<file path="src/mpso_pkg.sv">
package mpso_pkg;

  // Default number of metered ports (two per metering chip).
  localparam int NumPortsDef = 12;

  // Field widths.
  localparam int ChipW   = 3;
  localparam int RawW    = 24;
  localparam int ScaledW = 31;
  localparam int VoltW   = 28;
  localparam int CurrW   = 31;
  localparam int PowW    = 30;
  localparam int GainW   = 16;
  localparam int LimW    = 31;
  localparam int RunW    = 8;
  localparam int IdxOutW = 4;
  localparam int DivisorW = 20;

  // Configuration register indexes.
  localparam int CfgIdxW = 3;
  localparam logic [CfgIdxW-1:0] CfgVoltGain  = 3'd0;
  localparam logic [CfgIdxW-1:0] CfgCurrAGain = 3'd1;
  localparam logic [CfgIdxW-1:0] CfgCurrBGain = 3'd2;
  localparam logic [CfgIdxW-1:0] CfgPowAGain  = 3'd3;
  localparam logic [CfgIdxW-1:0] CfgPowBGain  = 3'd4;
  localparam logic [CfgIdxW-1:0] CfgVoltLimit = 3'd5;
  localparam logic [CfgIdxW-1:0] CfgCurrLimit = 3'd6;

  // Configuration reset values.
  localparam logic [GainW-1:0] VoltGainRst  = 16'd17127;
  localparam logic [GainW-1:0] CurrAGainRst = 16'd27486;
  localparam logic [GainW-1:0] CurrBGainRst = 16'd27490;
  localparam logic [GainW-1:0] PowAGainRst  = 16'd8276;
  localparam logic [GainW-1:0] PowBGainRst  = 16'd8276;
  localparam logic [LimW-1:0]  VoltLimitRst = 31'd2500;
  localparam logic [LimW-1:0]  CurrLimitRst = 31'd1000;

  typedef struct packed {
    logic              frame_ok;
    logic [ChipW-1:0]  chip;
    logic [RawW-1:0]   ia_raw;
    logic [RawW-1:0]   ib_raw;
    logic [RawW-1:0]   v_raw;
    logic [RawW-1:0]   pa_raw;
    logic [RawW-1:0]   pb_raw;
  } in_t;

  typedef struct packed {
    logic [IdxOutW-1:0] port_index;
    logic [VoltW-1:0]   port_voltage;
    logic [CurrW-1:0]   port_current;
    logic [PowW-1:0]    port_power;
    logic               over_voltage;
    logic               over_current;
    logic               last_port;
  } out_t;

  typedef struct packed {
    logic [GainW-1:0] volt_gain;
    logic [GainW-1:0] curr_a_gain;
    logic [GainW-1:0] curr_b_gain;
    logic [GainW-1:0] pow_a_gain;
    logic [GainW-1:0] pow_b_gain;
    logic [LimW-1:0]  volt_limit;
    logic [LimW-1:0]  curr_limit;
  } cfg_t;

  // Classified reading passed from the front to the back.
  typedef struct packed {
    logic               chip_ok;
    logic [ChipW-1:0]   chip;
    logic [ScaledW-1:0] v_sc;
    logic [ScaledW-1:0] ia_sc;
    logic [ScaledW-1:0] ib_sc;
    logic [ScaledW-1:0] pa_sc;
    logic [ScaledW-1:0] pb_sc;
  } cmd_t;

endpackage

</file>
<file path="src/meter_port_scaling_overlimit_unit.sv">
// Port scaling and over-limit monitor for a bank of metering chips.
// Input channel: an item is one chip reading, taken when push is high and full
// is low. A reading with frame_ok low is taken and dropped and yields nothing.
// A valid reading is scaled (value times 100 over its gain register, voltage
// over ten times its gain) and stored for the chip's ports 2k and 2k+1; a chip
// index whose ports lie outside the bank stores nothing. Then every port is
// walked in ascending order and one status item per port is produced.
// Result channel: the oldest status item is on result_o while empty is low and
// is taken when pop is high. The last port's item carries last_port.
// The five divisions share one bit-serial divider and run one after another.
// For a valid reading the back end takes it from the queue, runs the five
// divisions, makes two store writes and then walks the ports, with a read
// and an emit state per port; its first status item follows the store writes.
// A chip outside the bank skips the divisions and the store writes and goes
// straight to the walk. A two-entry queue in front lets up to two readings
// wait meanwhile, and a two-entry result queue decouples the walk from the
// receiver. When the receiver stalls, the walk pauses on a full result queue
// and nothing is lost. Configuration writes are always ready and take effect
// at once; write them only while the block is idle. Reset restores the register
// defaults and makes all stored values, run counters and flags read as zero.
module meter_port_scaling_overlimit_unit #(
  parameter int NumPorts = mpso_pkg::NumPortsDef
) (
  input  logic                          clk_i,
  input  logic                          rst_ni,
  input  logic                          push,
  output logic                          full,
  input  mpso_pkg::in_t                 item_i,
  output logic                          empty,
  input  logic                          pop,
  output mpso_pkg::out_t                result_o,
  input  logic                          cfg_valid_i,
  output logic                          cfg_ready_o,
  input  logic [mpso_pkg::CfgIdxW-1:0]  cfg_index_i,
  input  logic [mpso_pkg::LimW-1:0]     cfg_data_i
);

  mpso_pkg::cfg_t cfg_q;
  mpso_pkg::cmd_t cmd;
  logic           cmd_valid, cmd_pop;

  // Configuration registers; writes to unknown indexes are ignored.
  assign cfg_ready_o = 1'b1;

  always_ff @(posedge clk_i or negedge rst_ni) begin
    if (!rst_ni) begin
      cfg_q.volt_gain   <= mpso_pkg::VoltGainRst;
      cfg_q.curr_a_gain <= mpso_pkg::CurrAGainRst;
      cfg_q.curr_b_gain <= mpso_pkg::CurrBGainRst;
      cfg_q.pow_a_gain  <= mpso_pkg::PowAGainRst;
      cfg_q.pow_b_gain  <= mpso_pkg::PowBGainRst;
      cfg_q.volt_limit  <= mpso_pkg::VoltLimitRst;
      cfg_q.curr_limit  <= mpso_pkg::CurrLimitRst;
    end else if (cfg_valid_i && cfg_ready_o) begin
      case (cfg_index_i)
        mpso_pkg::CfgVoltGain:  cfg_q.volt_gain   <= cfg_data_i[mpso_pkg::GainW-1:0];
        mpso_pkg::CfgCurrAGain: cfg_q.curr_a_gain <= cfg_data_i[mpso_pkg::GainW-1:0];
        mpso_pkg::CfgCurrBGain: cfg_q.curr_b_gain <= cfg_data_i[mpso_pkg::GainW-1:0];
        mpso_pkg::CfgPowAGain:  cfg_q.pow_a_gain  <= cfg_data_i[mpso_pkg::GainW-1:0];
        mpso_pkg::CfgPowBGain:  cfg_q.pow_b_gain  <= cfg_data_i[mpso_pkg::GainW-1:0];
        mpso_pkg::CfgVoltLimit: cfg_q.volt_limit  <= cfg_data_i;
        mpso_pkg::CfgCurrLimit: cfg_q.curr_limit  <= cfg_data_i;
        default: begin
        end
      endcase
    end
  end

  // Front end: classifies and pre-scales readings into the command queue.
  mpso_front #(
    .NumPorts(NumPorts)
  ) u_front (
    .clk_i      (clk_i),
    .rst_ni     (rst_ni),
    .push_i     (push),
    .item_i     (item_i),
    .full_o     (full),
    .cmd_pop_i  (cmd_pop),
    .cmd_valid_o(cmd_valid),
    .cmd_o      (cmd)
  );

  // Back end: divisions, port stores and the status walk.
  mpso_back #(
    .NumPorts(NumPorts)
  ) u_back (
    .clk_i      (clk_i),
    .rst_ni     (rst_ni),
    .cfg_i      (cfg_q),
    .cmd_valid_i(cmd_valid),
    .cmd_i      (cmd),
    .cmd_pop_o  (cmd_pop),
    .pop_i      (pop),
    .empty_o    (empty),
    .result_o   (result_o)
  );

endmodule

</file>
<file path="src/mpso_ram.sv">
module mpso_ram #(
  parameter int Width = 8,
  parameter int Depth = 4
) (
  input  logic                     clk_i,
  input  logic                     we_i,
  input  logic [$clog2(Depth)-1:0] waddr_i,
  input  logic [Width-1:0]         wdata_i,
  input  logic [$clog2(Depth)-1:0] raddr_i,
  output logic [Width-1:0]         rdata_o
);

  logic [Width-1:0] mem_q [Depth];
  logic [Width-1:0] rdata_q;

  always_ff @(posedge clk_i) begin
    if (we_i) begin
      mem_q[waddr_i] <= wdata_i;
    end
    rdata_q <= mem_q[raddr_i];
  end

  assign rdata_o = rdata_q;

endmodule

</file>
<file path="src/mpso_fifo.sv">
module mpso_fifo #(
  parameter int Width = 8
) (
  input  logic             clk_i,
  input  logic             rst_ni,
  input  logic             push_i,
  input  logic [Width-1:0] data_i,
  output logic             full_o,
  input  logic             pop_i,
  output logic             empty_o,
  output logic [Width-1:0] data_o
);

  // Two-entry queue.
  logic [Width-1:0] mem_q [2];
  logic       wptr_q, rptr_q;
  logic [1:0] cnt_q, cnt_d;
  logic       do_push, do_pop;

  assign full_o  = (cnt_q == 2'd2);
  assign empty_o = (cnt_q == 2'd0);
  assign do_push = push_i & ~full_o;
  assign do_pop  = pop_i & ~empty_o;
  assign data_o  = mem_q[rptr_q];

  always_comb begin
    cnt_d = cnt_q;
    if (do_push && !do_pop) begin
      cnt_d = cnt_q + 2'd1;
    end else if (!do_push && do_pop) begin
      cnt_d = cnt_q - 2'd1;
    end
  end

  always_ff @(posedge clk_i or negedge rst_ni) begin
    if (!rst_ni) begin
      wptr_q <= 1'b0;
      rptr_q <= 1'b0;
      cnt_q  <= 2'd0;
    end else begin
      cnt_q <= cnt_d;
      if (do_push) begin
        wptr_q <= ~wptr_q;
      end
      if (do_pop) begin
        rptr_q <= ~rptr_q;
      end
    end
  end

  always_ff @(posedge clk_i) begin
    if (do_push) begin
      mem_q[wptr_q] <= data_i;
    end
  end

endmodule

</file>
<file path="src/mpso_div.sv">
module mpso_div (
  input  logic                          clk_i,
  input  logic                          rst_ni,
  input  logic                          start_i,
  input  logic [mpso_pkg::ScaledW-1:0]  dividend_i,
  input  logic [mpso_pkg::DivisorW-1:0] divisor_i,
  output logic                          done_o,
  output logic [mpso_pkg::ScaledW-1:0]  quotient_o
);

  localparam int QW = mpso_pkg::ScaledW;
  localparam int DW = mpso_pkg::DivisorW;
  localparam int CntW = $clog2(QW);
  localparam logic [CntW-1:0] LastStep = CntW'(QW - 1);

  // Restoring division, one quotient bit per cycle.
  logic [DW:0]     rem_q, rem_d, rem_sh;
  logic [QW-1:0]   quo_q, quo_d;
  logic [DW-1:0]   div_q;
  logic [CntW-1:0] cnt_q;
  logic            busy_q, done_q;
  logic            fits;

  always_comb begin
    rem_sh = {rem_q[DW-1:0], quo_q[QW-1]};
    fits   = (rem_sh >= {1'b0, div_q});
    rem_d  = fits ? (rem_sh - {1'b0, div_q}) : rem_sh;
    quo_d  = {quo_q[QW-2:0], fits};
  end

  always_ff @(posedge clk_i or negedge rst_ni) begin
    if (!rst_ni) begin
      busy_q <= 1'b0;
      done_q <= 1'b0;
      cnt_q  <= '0;
    end else begin
      done_q <= 1'b0;
      if (start_i) begin
        busy_q <= 1'b1;
        cnt_q  <= '0;
      end else if (busy_q) begin
        cnt_q <= cnt_q + CntW'(1);
        if (cnt_q == LastStep) begin
          busy_q <= 1'b0;
          done_q <= 1'b1;
        end
      end
    end
  end

  always_ff @(posedge clk_i) begin
    if (start_i) begin
      rem_q <= '0;
      quo_q <= dividend_i;
      div_q <= divisor_i;
    end else if (busy_q) begin
      rem_q <= rem_d;
      quo_q <= quo_d;
    end
  end

  assign done_o     = done_q;
  assign quotient_o = quo_q;

endmodule

</file>
<file path="src/mpso_front.sv">
module mpso_front #(
  parameter int NumPorts = mpso_pkg::NumPortsDef
) (
  input  logic                 clk_i,
  input  logic                 rst_ni,
  input  logic                 push_i,
  input  mpso_pkg::in_t        item_i,
  output logic                 full_o,
  input  logic                 cmd_pop_i,
  output logic                 cmd_valid_o,
  output mpso_pkg::cmd_t       cmd_o
);

  localparam int SW = mpso_pkg::ScaledW;
  localparam int RW = mpso_pkg::RawW;
  localparam logic [SW-1:0] ScaleMul = SW'(100);
  localparam logic [RW-1:0] PosMax   = 24'h7fffff;
  localparam logic [RW:0]   Modulus  = 25'h1000000;
  localparam logic [6:0]    PortsLim = 7'(NumPorts);

  mpso_pkg::cmd_t cmd_d;
  logic           cmd_full, cmd_empty;
  logic [RW-1:0]  pa_mag, pb_mag;

  // Power words are two's complement; keep the magnitude only.
  assign pa_mag = (item_i.pa_raw > PosMax) ? RW'(Modulus - {1'b0, item_i.pa_raw})
                                           : item_i.pa_raw;
  assign pb_mag = (item_i.pb_raw > PosMax) ? RW'(Modulus - {1'b0, item_i.pb_raw})
                                           : item_i.pb_raw;

  always_comb begin
    cmd_d.chip    = item_i.chip;
    cmd_d.chip_ok = ({3'b000, item_i.chip, 1'b1} < PortsLim);
    cmd_d.v_sc    = SW'(item_i.v_raw) * ScaleMul;
    cmd_d.ia_sc   = SW'(item_i.ia_raw) * ScaleMul;
    cmd_d.ib_sc   = SW'(item_i.ib_raw) * ScaleMul;
    cmd_d.pa_sc   = SW'(pa_mag) * ScaleMul;
    cmd_d.pb_sc   = SW'(pb_mag) * ScaleMul;
  end

  // Invalid readings are taken and dropped here.
  mpso_fifo #(
    .Width($bits(mpso_pkg::cmd_t))
  ) u_cmd_fifo (
    .clk_i  (clk_i),
    .rst_ni (rst_ni),
    .push_i (push_i & item_i.frame_ok),
    .data_i (cmd_d),
    .full_o (cmd_full),
    .pop_i  (cmd_pop_i),
    .empty_o(cmd_empty),
    .data_o (cmd_o)
  );

  assign full_o      = cmd_full;
  assign cmd_valid_o = ~cmd_empty;

endmodule

</file>
<file path="src/mpso_back.sv">
module mpso_back #(
  parameter int NumPorts = mpso_pkg::NumPortsDef
) (
  input  logic                 clk_i,
  input  logic                 rst_ni,
  input  mpso_pkg::cfg_t       cfg_i,
  input  logic                 cmd_valid_i,
  input  mpso_pkg::cmd_t       cmd_i,
  output logic                 cmd_pop_o,
  input  logic                 pop_i,
  output logic                 empty_o,
  output mpso_pkg::out_t       result_o
);

  localparam int PortW = $clog2(NumPorts);
  localparam int SW    = mpso_pkg::ScaledW;
  localparam int DW    = mpso_pkg::DivisorW;
  localparam int RunW  = mpso_pkg::RunW;
  localparam logic [PortW-1:0] LastPort = PortW'(NumPorts - 1);
  localparam logic [RunW-1:0]  RunThr   = RunW'(10);

  localparam logic [2:0] S_IDLE  = 3'd0;
  localparam logic [2:0] S_START = 3'd1;
  localparam logic [2:0] S_WAIT  = 3'd2;
  localparam logic [2:0] S_WR_A  = 3'd3;
  localparam logic [2:0] S_WR_B  = 3'd4;
  localparam logic [2:0] S_RD    = 3'd5;
  localparam logic [2:0] S_EMIT  = 3'd6;

  localparam logic [2:0] OpVolt = 3'd0;
  localparam logic [2:0] OpCurA = 3'd1;
  localparam logic [2:0] OpCurB = 3'd2;
  localparam logic [2:0] OpPowA = 3'd3;
  localparam logic [2:0] OpPowB = 3'd4;

  typedef struct packed {
    logic [mpso_pkg::VoltW-1:0] volt;
    logic [mpso_pkg::CurrW-1:0] curr;
    logic [mpso_pkg::PowW-1:0]  power;
  } meas_t;

  typedef struct packed {
    logic [RunW-1:0] vrun;
    logic [RunW-1:0] crun;
    logic            ov;
    logic            oc;
  } trk_t;

  logic [2:0]           state_q, state_d;
  logic [2:0]           op_q;
  mpso_pkg::cmd_t       cmd_q;
  logic [mpso_pkg::VoltW-1:0] volt_q;
  logic [mpso_pkg::CurrW-1:0] cura_q, curb_q;
  logic [mpso_pkg::PowW-1:0]  powa_q, powb_q;
  logic [PortW-1:0]     idx_q;
  logic [NumPorts-1:0]  meas_vld_q, trk_vld_q;
  logic                 rd_mv_q, rd_tv_q;

  logic [SW-1:0]        dividend, quotient;
  logic [mpso_pkg::GainW-1:0] gain, gain_nz;
  logic [DW-1:0]        divisor;
  logic                 div_start, div_done;

  logic [PortW-1:0]     base_addr, wr_addr;
  logic                 meas_we, trk_we;
  meas_t                meas_wr, meas_rd, meas_cur;
  trk_t                 trk_rd, trk_cur, trk_new;
  logic [RunW-1:0]      vrun_inc, crun_inc;
  logic                 v_over, c_over;
  mpso_pkg::out_t       res_d;
  logic                 res_push, res_full;

  // Divider operand selection.
  always_comb begin
    dividend = cmd_q.v_sc;
    gain     = cfg_i.volt_gain;
    case (op_q)
      OpVolt: begin
        dividend = cmd_q.v_sc;
        gain     = cfg_i.volt_gain;
      end
      OpCurA: begin
        dividend = cmd_q.ia_sc;
        gain     = cfg_i.curr_a_gain;
      end
      OpCurB: begin
        dividend = cmd_q.ib_sc;
        gain     = cfg_i.curr_b_gain;
      end
      OpPowA: begin
        dividend = cmd_q.pa_sc;
        gain     = cfg_i.pow_a_gain;
      end
      OpPowB: begin
        dividend = cmd_q.pb_sc;
        gain     = cfg_i.pow_b_gain;
      end
      default: begin
        dividend = cmd_q.v_sc;
        gain     = cfg_i.volt_gain;
      end
    endcase
    gain_nz = (gain == '0) ? mpso_pkg::GainW'(1) : gain;
    // The extra divide by ten of the voltage folds into the divisor.
    if (op_q == OpVolt) begin
      divisor = (DW'(gain_nz) << 3) + (DW'(gain_nz) << 1);
    end else begin
      divisor = DW'(gain_nz);
    end
  end

  assign div_start = (state_q == S_START);

  mpso_div u_div (
    .clk_i     (clk_i),
    .rst_ni    (rst_ni),
    .start_i   (div_start),
    .dividend_i(dividend),
    .divisor_i (divisor),
    .done_o    (div_done),
    .quotient_o(quotient)
  );

  // Measurement store: chip k owns ports 2k and 2k+1.
  assign base_addr = PortW'({cmd_q.chip, 1'b0});
  assign wr_addr   = (state_q == S_WR_B) ? (base_addr + PortW'(1)) : base_addr;
  assign meas_we   = (state_q == S_WR_A) || (state_q == S_WR_B);

  always_comb begin
    meas_wr.volt  = volt_q;
    meas_wr.curr  = (state_q == S_WR_B) ? curb_q : cura_q;
    meas_wr.power = (state_q == S_WR_B) ? powb_q : powa_q;
  end

  mpso_ram #(
    .Width($bits(meas_t)),
    .Depth(NumPorts)
  ) u_meas_ram (
    .clk_i  (clk_i),
    .we_i   (meas_we),
    .waddr_i(wr_addr),
    .wdata_i(meas_wr),
    .raddr_i(idx_q),
    .rdata_o(meas_rd)
  );

  mpso_ram #(
    .Width($bits(trk_t)),
    .Depth(NumPorts)
  ) u_trk_ram (
    .clk_i  (clk_i),
    .we_i   (trk_we),
    .waddr_i(idx_q),
    .wdata_i(trk_new),
    .raddr_i(idx_q),
    .rdata_o(trk_rd)
  );

  // Over-limit tracking of the port being walked.
  always_comb begin
    meas_cur = rd_mv_q ? meas_rd : '0;
    trk_cur  = rd_tv_q ? trk_rd : '0;
    v_over   = ({3'b000, meas_cur.volt} > cfg_i.volt_limit);
    c_over   = (meas_cur.curr > cfg_i.curr_limit);
    vrun_inc = trk_cur.vrun + RunW'(1);
    crun_inc = trk_cur.crun + RunW'(1);
    trk_new.vrun = v_over ? vrun_inc : '0;
    trk_new.ov   = v_over & ((vrun_inc > RunThr) | trk_cur.ov);
    trk_new.crun = c_over ? crun_inc : '0;
    trk_new.oc   = c_over & ((crun_inc > RunThr) | trk_cur.oc);
  end

  assign trk_we   = (state_q == S_EMIT);
  assign res_push = (state_q == S_EMIT);

  always_comb begin
    res_d.port_index   = mpso_pkg::IdxOutW'({4'b0000, idx_q});
    res_d.port_voltage = meas_cur.volt;
    res_d.port_current = meas_cur.curr;
    res_d.port_power   = meas_cur.power;
    res_d.over_voltage = trk_new.ov;
    res_d.over_current = trk_new.oc;
    res_d.last_port    = (idx_q == LastPort);
  end

  mpso_fifo #(
    .Width($bits(mpso_pkg::out_t))
  ) u_res_fifo (
    .clk_i  (clk_i),
    .rst_ni (rst_ni),
    .push_i (res_push),
    .data_i (res_d),
    .full_o (res_full),
    .pop_i  (pop_i),
    .empty_o(empty_o),
    .data_o (result_o)
  );

  // Sequencer.
  always_comb begin
    state_d   = state_q;
    cmd_pop_o = 1'b0;
    case (state_q)
      S_IDLE: begin
        if (cmd_valid_i) begin
          cmd_pop_o = 1'b1;
          state_d   = cmd_i.chip_ok ? S_START : S_RD;
        end
      end
      S_START: begin
        state_d = S_WAIT;
      end
      S_WAIT: begin
        if (div_done) begin
          state_d = (op_q == OpPowB) ? S_WR_A : S_START;
        end
      end
      S_WR_A: begin
        state_d = S_WR_B;
      end
      S_WR_B: begin
        state_d = S_RD;
      end
      S_RD: begin
        // Only the walk fills the result queue, so space seen here holds.
        if (!res_full) begin
          state_d = S_EMIT;
        end
      end
      S_EMIT: begin
        state_d = (idx_q == LastPort) ? S_IDLE : S_RD;
      end
      default: begin
        state_d = S_IDLE;
      end
    endcase
  end

  always_ff @(posedge clk_i or negedge rst_ni) begin
    if (!rst_ni) begin
      state_q    <= S_IDLE;
      op_q       <= OpVolt;
      idx_q      <= '0;
      meas_vld_q <= '0;
      trk_vld_q  <= '0;
      rd_mv_q    <= 1'b0;
      rd_tv_q    <= 1'b0;
    end else begin
      state_q <= state_d;
      rd_mv_q <= meas_vld_q[idx_q];
      rd_tv_q <= trk_vld_q[idx_q];
      if (state_q == S_IDLE) begin
        op_q  <= OpVolt;
        idx_q <= '0;
      end
      if ((state_q == S_WAIT) && div_done) begin
        op_q <= op_q + 3'd1;
      end
      if (meas_we) begin
        meas_vld_q[wr_addr] <= 1'b1;
      end
      if (state_q == S_EMIT) begin
        trk_vld_q[idx_q] <= 1'b1;
        idx_q            <= idx_q + PortW'(1);
      end
    end
  end

  always_ff @(posedge clk_i) begin
    if (cmd_pop_o) begin
      cmd_q <= cmd_i;
    end
    if ((state_q == S_WAIT) && div_done) begin
      case (op_q)
        OpVolt:  volt_q <= mpso_pkg::VoltW'(quotient);
        OpCurA:  cura_q <= mpso_pkg::CurrW'(quotient);
        OpCurB:  curb_q <= mpso_pkg::CurrW'(quotient);
        OpPowA:  powa_q <= mpso_pkg::PowW'(quotient);
        OpPowB:  powb_q <= mpso_pkg::PowW'(quotient);
        default: volt_q <= volt_q;
      endcase
    end
  end

endmodule

</file>
<file path="config.mk">
export PLATFORM = sky130hd
export DESIGN_NAME = meter_port_scaling_overlimit_unit
export DESIGN_NICKNAME = d
export VERILOG_FILES = /design/src/mpso_pkg.sv /design/src/meter_port_scaling_overlimit_unit.sv /design/src/mpso_ram.sv /design/src/mpso_fifo.sv /design/src/mpso_div.sv /design/src/mpso_front.sv /design/src/mpso_back.sv
export SDC_FILE = /design/constraint.sdc
export NUM_CORES = 2
export LEC_CHECK = 0
export ABC_CLOCK_PERIOD_IN_PS = 23800
export BUFFER_PORTS_ARGS = -buffer_cell sky130_fd_sc_hd__buf_2
export CORE_ASPECT_RATIO = 0.5
export CORE_MARGIN = 1
export CORE_UTILIZATION = 65
export CTS_CLUSTER_SIZE = 25
export DETAILED_ROUTE_END_ITERATION = 10
export GPL_TIMING_DRIVEN = 0
export PLACE_DENSITY_LB_ADDON = 0.05
export SLEW_MARGIN = 30
export SYNTH_ARGS = -nofsm -noshare
export SYNTH_HDL_FRONTEND = slang
export SYNTH_HIERARCHICAL = 1
export SYNTH_SLANG_ARGS = --single-unit
</file>
<file path="constraint.sdc">
create_clock -name clk_i -period 23.8 [get_ports clk_i]
set_clock_uncertainty 0.2 [all_clocks]
set_input_delay 4.76 -clock clk_i [delete_from_list [all_inputs] [get_ports clk_i]]
set_output_delay 4.76 -clock clk_i [all_outputs]
set_load 0.02 [all_outputs]
</file>
# After elaboration in Yosys (flattened, before gate mapping)
# Memories as Yosys holds them, arrays and structs flattened. A register that Yosys moved wholly into a read port is not among the register bits.
# Cells that the tools add are included.
# Widths: inputs -> output; s select.
# totals
out_inout_bits,99
latch_bits,0
mem_count,4
ram_bits,1774
rom_bits,0
inputBits,163
register_bits,572
# memory_table
memory,words,word_bits,read_ports,rd_clocked_by_memory_dff,write_ports,line,rtl
u_back.u_meas_ram.mem_q,12,89,1,1,1,mpso_ram.sv:13,logic [Width-1:0] mem_q [Depth];
u_front.u_cmd_fifo.mem_q,2,149,1,0,1,mpso_fifo.sv:15,logic [Width-1:0] mem_q [2];
u_back.u_trk_ram.mem_q,12,18,1,1,1,mpso_ram.sv:13,
u_back.u_res_fifo.mem_q,2,96,1,0,1,mpso_fifo.sv:15,
# op_classes
n_mul,5
addsub,14
n_reduce_logical,36
n_mux,57
magnitude_cmp,12
div_mod_pow,0
bitwise_logic,19
shifts,0
eq_ne,23
# ops
op,n
$mul 24x5->29 const B,5
$pmux 31 s4,1
$mux 31,3
$mux 89,1
$pmux 16 s4,1
$gt 24x23->1 const B,2
$mux 24,2
$sub 1x24->24 const A,2
$mux 16,2
$gt 28x31->1,1
$gt 31x31->1,1
$mux 30,1
$or 12x12->12,2
$reduce_and 2->1,12
$eq 3x3->1 const B,7
$ge 21x20->1,1
$mux 3,7
$pmux 3 s7,1
$add 19x17->20,1
$mux 1,20
$mux 20,1
$sub 20x20->20,1
$eq 3x2->1 const B,6
$mux 18,1
32 further kinds,84

# Logic depth before layout (Yosys ltp)
# depth
word_depth,7
ltp_mapped,23
depth_no_buf,23

# Cells and area by module
# Netlist, hierarchy kept.
# modules_own_cells
mod,instances,area_each_um2,seq_area_each_um2,cells_per_inst
mpso_ram at u_back.u_meas_ram,1,41896.4,33852.5,1811
mpso_back,1,16932.5,10149.7,1445
mpso_front,1,13195.2,0.0,1653
mpso_fifo at u_front.u_cmd_fifo,1,12076.6,9649.3,514
mpso_ram at u_back.u_trk_ram,1,8657.1,6846.6,382
mpso_fifo at u_back.u_res_fifo,1,7241.9,5865.6,318
meter_port_scaling_overlimit_unit,1,5435.2,3609.7,307
mpso_div,1,4247.8,2107.0,378

# Worst setup path before layout
# No wires, ideal clock.
# synth_timing
path_kind,flip-flop to flip-flop
from,reg u_back.state_q[2]
to,reg u_front.u_cmd_fifo.cnt_q[1]
n_path_buf,2
setup_slack_ns,8.850
period_less_slack_ns,14.950
arrival_time_ns,14.671
stages_incl_launch_ff,8
path_cell_list,dfrtp_1 clkbuf_1 clkbuf_1 nor3_1 o21ai_0 ha_1 nor2_1 xor2_1
# synth_between
elab_chain_len,6
elab_cells_between_ends,8
cone_classes,2 x mux; 1 x bitwise; 5 x reduce/logical
# synth_rtl
element,line,rtl
from (decl),mpso_back.sv:49,"logic [2:0] state_q, state_d;"
from (signal assigned),mpso_back.sv:249,state_q <= state_d;
$logic_not 3->1 *,mpso_back.sv:203,case (state_q)
$mux 1 *,mpso_back.sv:203,
via cmd_pop,meter_port_scaling_overlimit_unit.sv:40,"logic cmd_valid, cmd_pop;"
$and 1x1->1 *,mpso_fifo.sv:23,assign do_pop = pop_i & ~empty_o;
$logic_not 1->1,mpso_fifo.sv:28,if (do_push && !do_pop) begin
$logic_and 1x1->1,mpso_fifo.sv:28,
$mux 2 / $reduce_bool 2->1 (equally long branches),-,
to (signal assigned),mpso_fifo.sv:41,cnt_q <= cnt_d;
to (decl),mpso_fifo.sv:17,"logic [1:0] cnt_q, cnt_d;"
# The timed path passes the listed nets; every way through them passes the cells marked *.
# A chain may end at the register's enable or synchronous reset.

==> reports/qor.csv <==
metric;value;unit
status;finished, final reports clean;
Port-buffer cells;260;
Max Cap Viol;0;
minimum clock period;9.80;ns
Max Slew Vio Count;0;
Critical Path AT;10.20;ns
Core Area;167000;µm²
final WL;261;mm
layout net count;8207;
Hold Crit Class;register to register;
CP required;24.21;ns
crit path capture type;register;
Post-Syn Area;110000;µm²
EDFF count, synth;2153;
layout cells sized above 1;21.8;%
Worst-Margin Slew;1.12;ns
WL/cell;26.3;µm
Clock Pin Slew Worst Setup and Hold Paths;0.06;ns
CTS resizes;0;
fin crit share;41.2;%
async set-reset flop share out of synthesis;7.80;%
Setup crit start kind;input pin;
CTS tree;yes;
placed wire-length estimate;186;mm
FMAX;0.102;GHz
final worst slack;14.00;ns
Initial Utilization;65.5;%
Flop pwr share;43.3;%
dpl ws;13.20;ns
Final Hold Vio Count;0;
GPL Wtd Cong;0.940;
Top-Level Pins;262;
largest net degree at the start of global routing;89;
Longest Clk Path Bufs;4;
vias per std cell;6.23;
Pwr Density;114;nW/µm²
Initial DRT Pass Iterations;6;
Die Height;292;µm
vias in the first global route;62600;
design area;124000;µm²
area grow syn2layout;12.8;%
critical path class;input pin to register;
Sw Pwr;4.68;mW
clk_lat worst skew;0.89;ns
row cnt;106;
fill cell count;10100;
Final setup viols;0;
Yosys reg bits;2473;
DR vias;61800;
DIE AREA;170000;µm²
Max IR drop VDD;74.1;µV
Hold WS;0.260;ns
Syn Inst Count;6808;
final setup TNS;0;ns
drt initial violations;6010;
main flop type after synthesis;edfxtp_1;
slew margin rel.;25.3;%
first-pass GRT wire length;387;mm
Combinational Power Share;32.7;%
syn avg cell area;16.1;µm²
part of the Yosys area used for sequential elements;65.7;%
Worst Path Max Fanout;5;
Non-Filler Instances;9913;
Die X;583;µm
DRC;0;
Overflow after GRT;0;
Internal;9.48;mW
hold buffer count at cts;0;
remaining antenna violation count;0;
Ys Warns;6;
Unique masters post-synth;116;
initial antenna violation count;19;
Post-CTS Setup Inserts;0;
CTS sink cnt;2473;
sw frac;33.0;%
H-tree levels;4;
leakage;46.9;nW
RSZ-0062 raised after global routing;no;
Clock power frac;24.0;%
Num CTS Buffers;208;
Placed Area;117000;µm²
placed insts;9523;
CTS Root Cell;clkbuf_16;
GRT Util Overall;30.7;%
## cell usage after synthesis, drive strengths merged (14+ instances only)
library cell / number / area share [%]
edfxtp: 2153 / 59
inv: 575 / 2.0
ha: 482 / 5.5
mux2: 432 / 4.9
nand2: 327 / 1.1
mux2i: 238 / 2.2
mux4: 220 / 4.6
a22oi: 190 / 1.3
nor2: 172 / 0.59
xnor2: 155 / 1.2
dfrtp: 148 / 3.4
a21oi: 138 / 0.64
buf: 130 / 0.99
dfxtp: 127 / 2.3
clkbuf: 124 / 0.42
o21ai: 114 / 0.53
o221ai: 109 / 0.92
a21o: 101 / 0.69
and2: 98 / 0.56
fa: 97 / 1.8
xor2: 80 / 0.64
a31oi: 46 / 0.26
nor3: 46 / 0.22
dfstp: 45 / 1.1
nand3: 44 / 0.21
nand2b: 37 / 0.21
nand4: 34 / 0.19
a211oi: 28 / 0.20
nor2b: 28 / 0.16
o21a: 23 / 0.16
o31ai: 23 / 0.17
o21bai: 17 / 0.12
and3: 15 / 0.090
or3: 15 / 0.099
o211ai: 14 / 0.096
## through the flow
stage          power, mW  utilization, %
2_1_floorplan       9.17               -
4_1_cts             14.2            73.9
3_5_place_dp        10.8            69.9
3_3_place_gp        10.6            68.0
6_report            14.2            73.9
5_1_grt             14.7            73.9
## critical path, cell delays in order
cell	delay, ns
buf_2	0.13
or3_4	0.42
nor3_4	0.16
nand3_2	0.14
or3_1	0.42
o21ai_0	0.31
xnor2_1	0.20
ha_1	0.28
ha_1	0.28
inv_1	0.05
fa_1	0.50
inv_1	0.04
ha_1	0.36
a21o_1	0.21
a21oi_1	0.19
nor3b_1	0.23
o211ai_1	0.18
a311oi_2	0.37
o21ai_1	0.18
a221o_1	0.38
a21oi_1	0.19
xnor2_1	0.23
## cells by family after synthesis
| kind of cell | share of synthesized area, % |
|---|---|
| other | 0.00685 |
| AO/OA/AOI/OAI | 6.02 |
| adder cells (fa/ha/maj) | 7.29 |
| buffers and inverters | 3.39 |
| AND/OR/NAND/NOR | 4.05 |
| multiplexers | 11.6 |
| flip-flops | 65.7 |
| XOR/XNOR | 1.88 |
## registers in the layout, indices dropped and copies added (netlist names), 3 cells and up
| name | count |
|---|---|
| u_back/u_meas_ram/mem_q | 1068 |
| u_front/u_cmd_fifo/mem_q | 318 |
| u_back/u_trk_ram/mem_q | 216 |
| u_back/u_res_fifo/mem_q | 192 |
| u_back/cmd_q | 155 |
| cfg_q | 142 |
| u_back/u_meas_ram/rdata_o | 89 |
| u_back/cura_q | 31 |
| u_back/curb_q | 31 |
| u_back/u_div/quotient_o | 31 |
| u_back/powa_q | 30 |
| u_back/powb_q | 30 |
| u_back/volt_q | 28 |
| u_back/u_div/div_q | 20 |
| u_back/u_div/rem_q | 20 |
| u_back/u_trk_ram/rdata_o | 18 |
| u_back/meas_vld_q | 12 |
| u_back/trk_vld_q | 12 |
| u_back/u_div/cnt_q | 5 |
| u_back/idx_q | 4 |
| u_back/base_addr | 3 |
| u_back/op_q | 3 |
| u_back/state_q | 3 |
## cells in the final DEF (no fill, tap or decap), types with 80 or more instances in the layout
| cell type | instances |
|---|---|
| buf_2 | 300 |
| clkbuf_16 | 214 |
| nor2_1 | 147 |
| mux4_2 | 203 |
| clkbuf_1 | 182 |
| o221ai_1 | 100 |
| inv_1 | 573 |
| mux2i_1 | 235 |
| buf_4 | 92 |
| mux2_2 | 300 |
| and2_1 | 96 |
| a21oi_1 | 136 |
| xnor2_1 | 154 |
| dfrtp_1 | 145 |
| mux2_4 | 131 |
| fa_1 | 97 |
| xor2_1 | 80 |
| edfxtp_1 | 2153 |
| a21o_1 | 101 |
| dfxtp_1 | 127 |
| a22oi_1 | 181 |
| ha_1 | 482 |
| o21ai_0 | 98 |
| nand2_1 | 326 |
## power groups by stage
stage / Clock, mW / Sequential [mW] / Combinational [mW]
after floorplan: 0 / 5.99 / 3.18
after global placement: 0 / 6.27 / 4.31
after detailed placement: 0 / 6.19 / 4.57
after CTS: 3.44 / 6.11 / 4.62
after global routing: 3.61 / 6.15 / 4.97
final: 3.40 / 6.12 / 4.63
## layer usage
metal / track usage, % / part of all wire, % / up-vias
li1: - / - / 27200
met2: 50.8 / 49 / 2784
met4: 9.16 / 3.0 / 6
met5: 0 / 0.017 / -
met1: 41.4 / 39 / 31300
met3: 6.37 / 9.1 / 437
## worst paths after layout
check | cells after the start | slack, ns | startpoint | endpoint
min in group asynchronous | 1 | 3.57 | rst_ni | cfg_q[109]
max in group asynchronous | 3 | 18.74 | rst_ni | cfg_q[7]
max reg2reg | 14 | 18.35 | u_back/op_q[2] | u_back/u_div/div_q[12]
max | 22 | 14.00 | item_i[28] | u_front/u_cmd_fifo/mem_q[0][60]
min reg2reg | 1 | 0.26 | u_back/trk_vld_q[10] | u_back/trk_vld_q[10]
min | 1 | 0.26 | u_back/trk_vld_q[10] | u_back/trk_vld_q[10]
## layout make-up
class / count / area (µm²) / share of cell area (%)
Antenna cell: 8 / 20.0 / 0.0162
Buffer: 254 / 1560 / 1.26
Clock buffer: 303 / 5950 / 4.81
Clock inverter: 79 / 774 / 0.626
Inverter: 576 / 2160 / 1.75
Multi-Input combinational cell: 3524 / 34300 / 27.7
Sequential cell: 2473 / 72100 / 58.3
Tap cell: 2268 / 2840 / 2.29
Timing Repair Buffer: 428 / 4090 / 3.31
No activity file was read; power rests on OpenSTA's default activity.
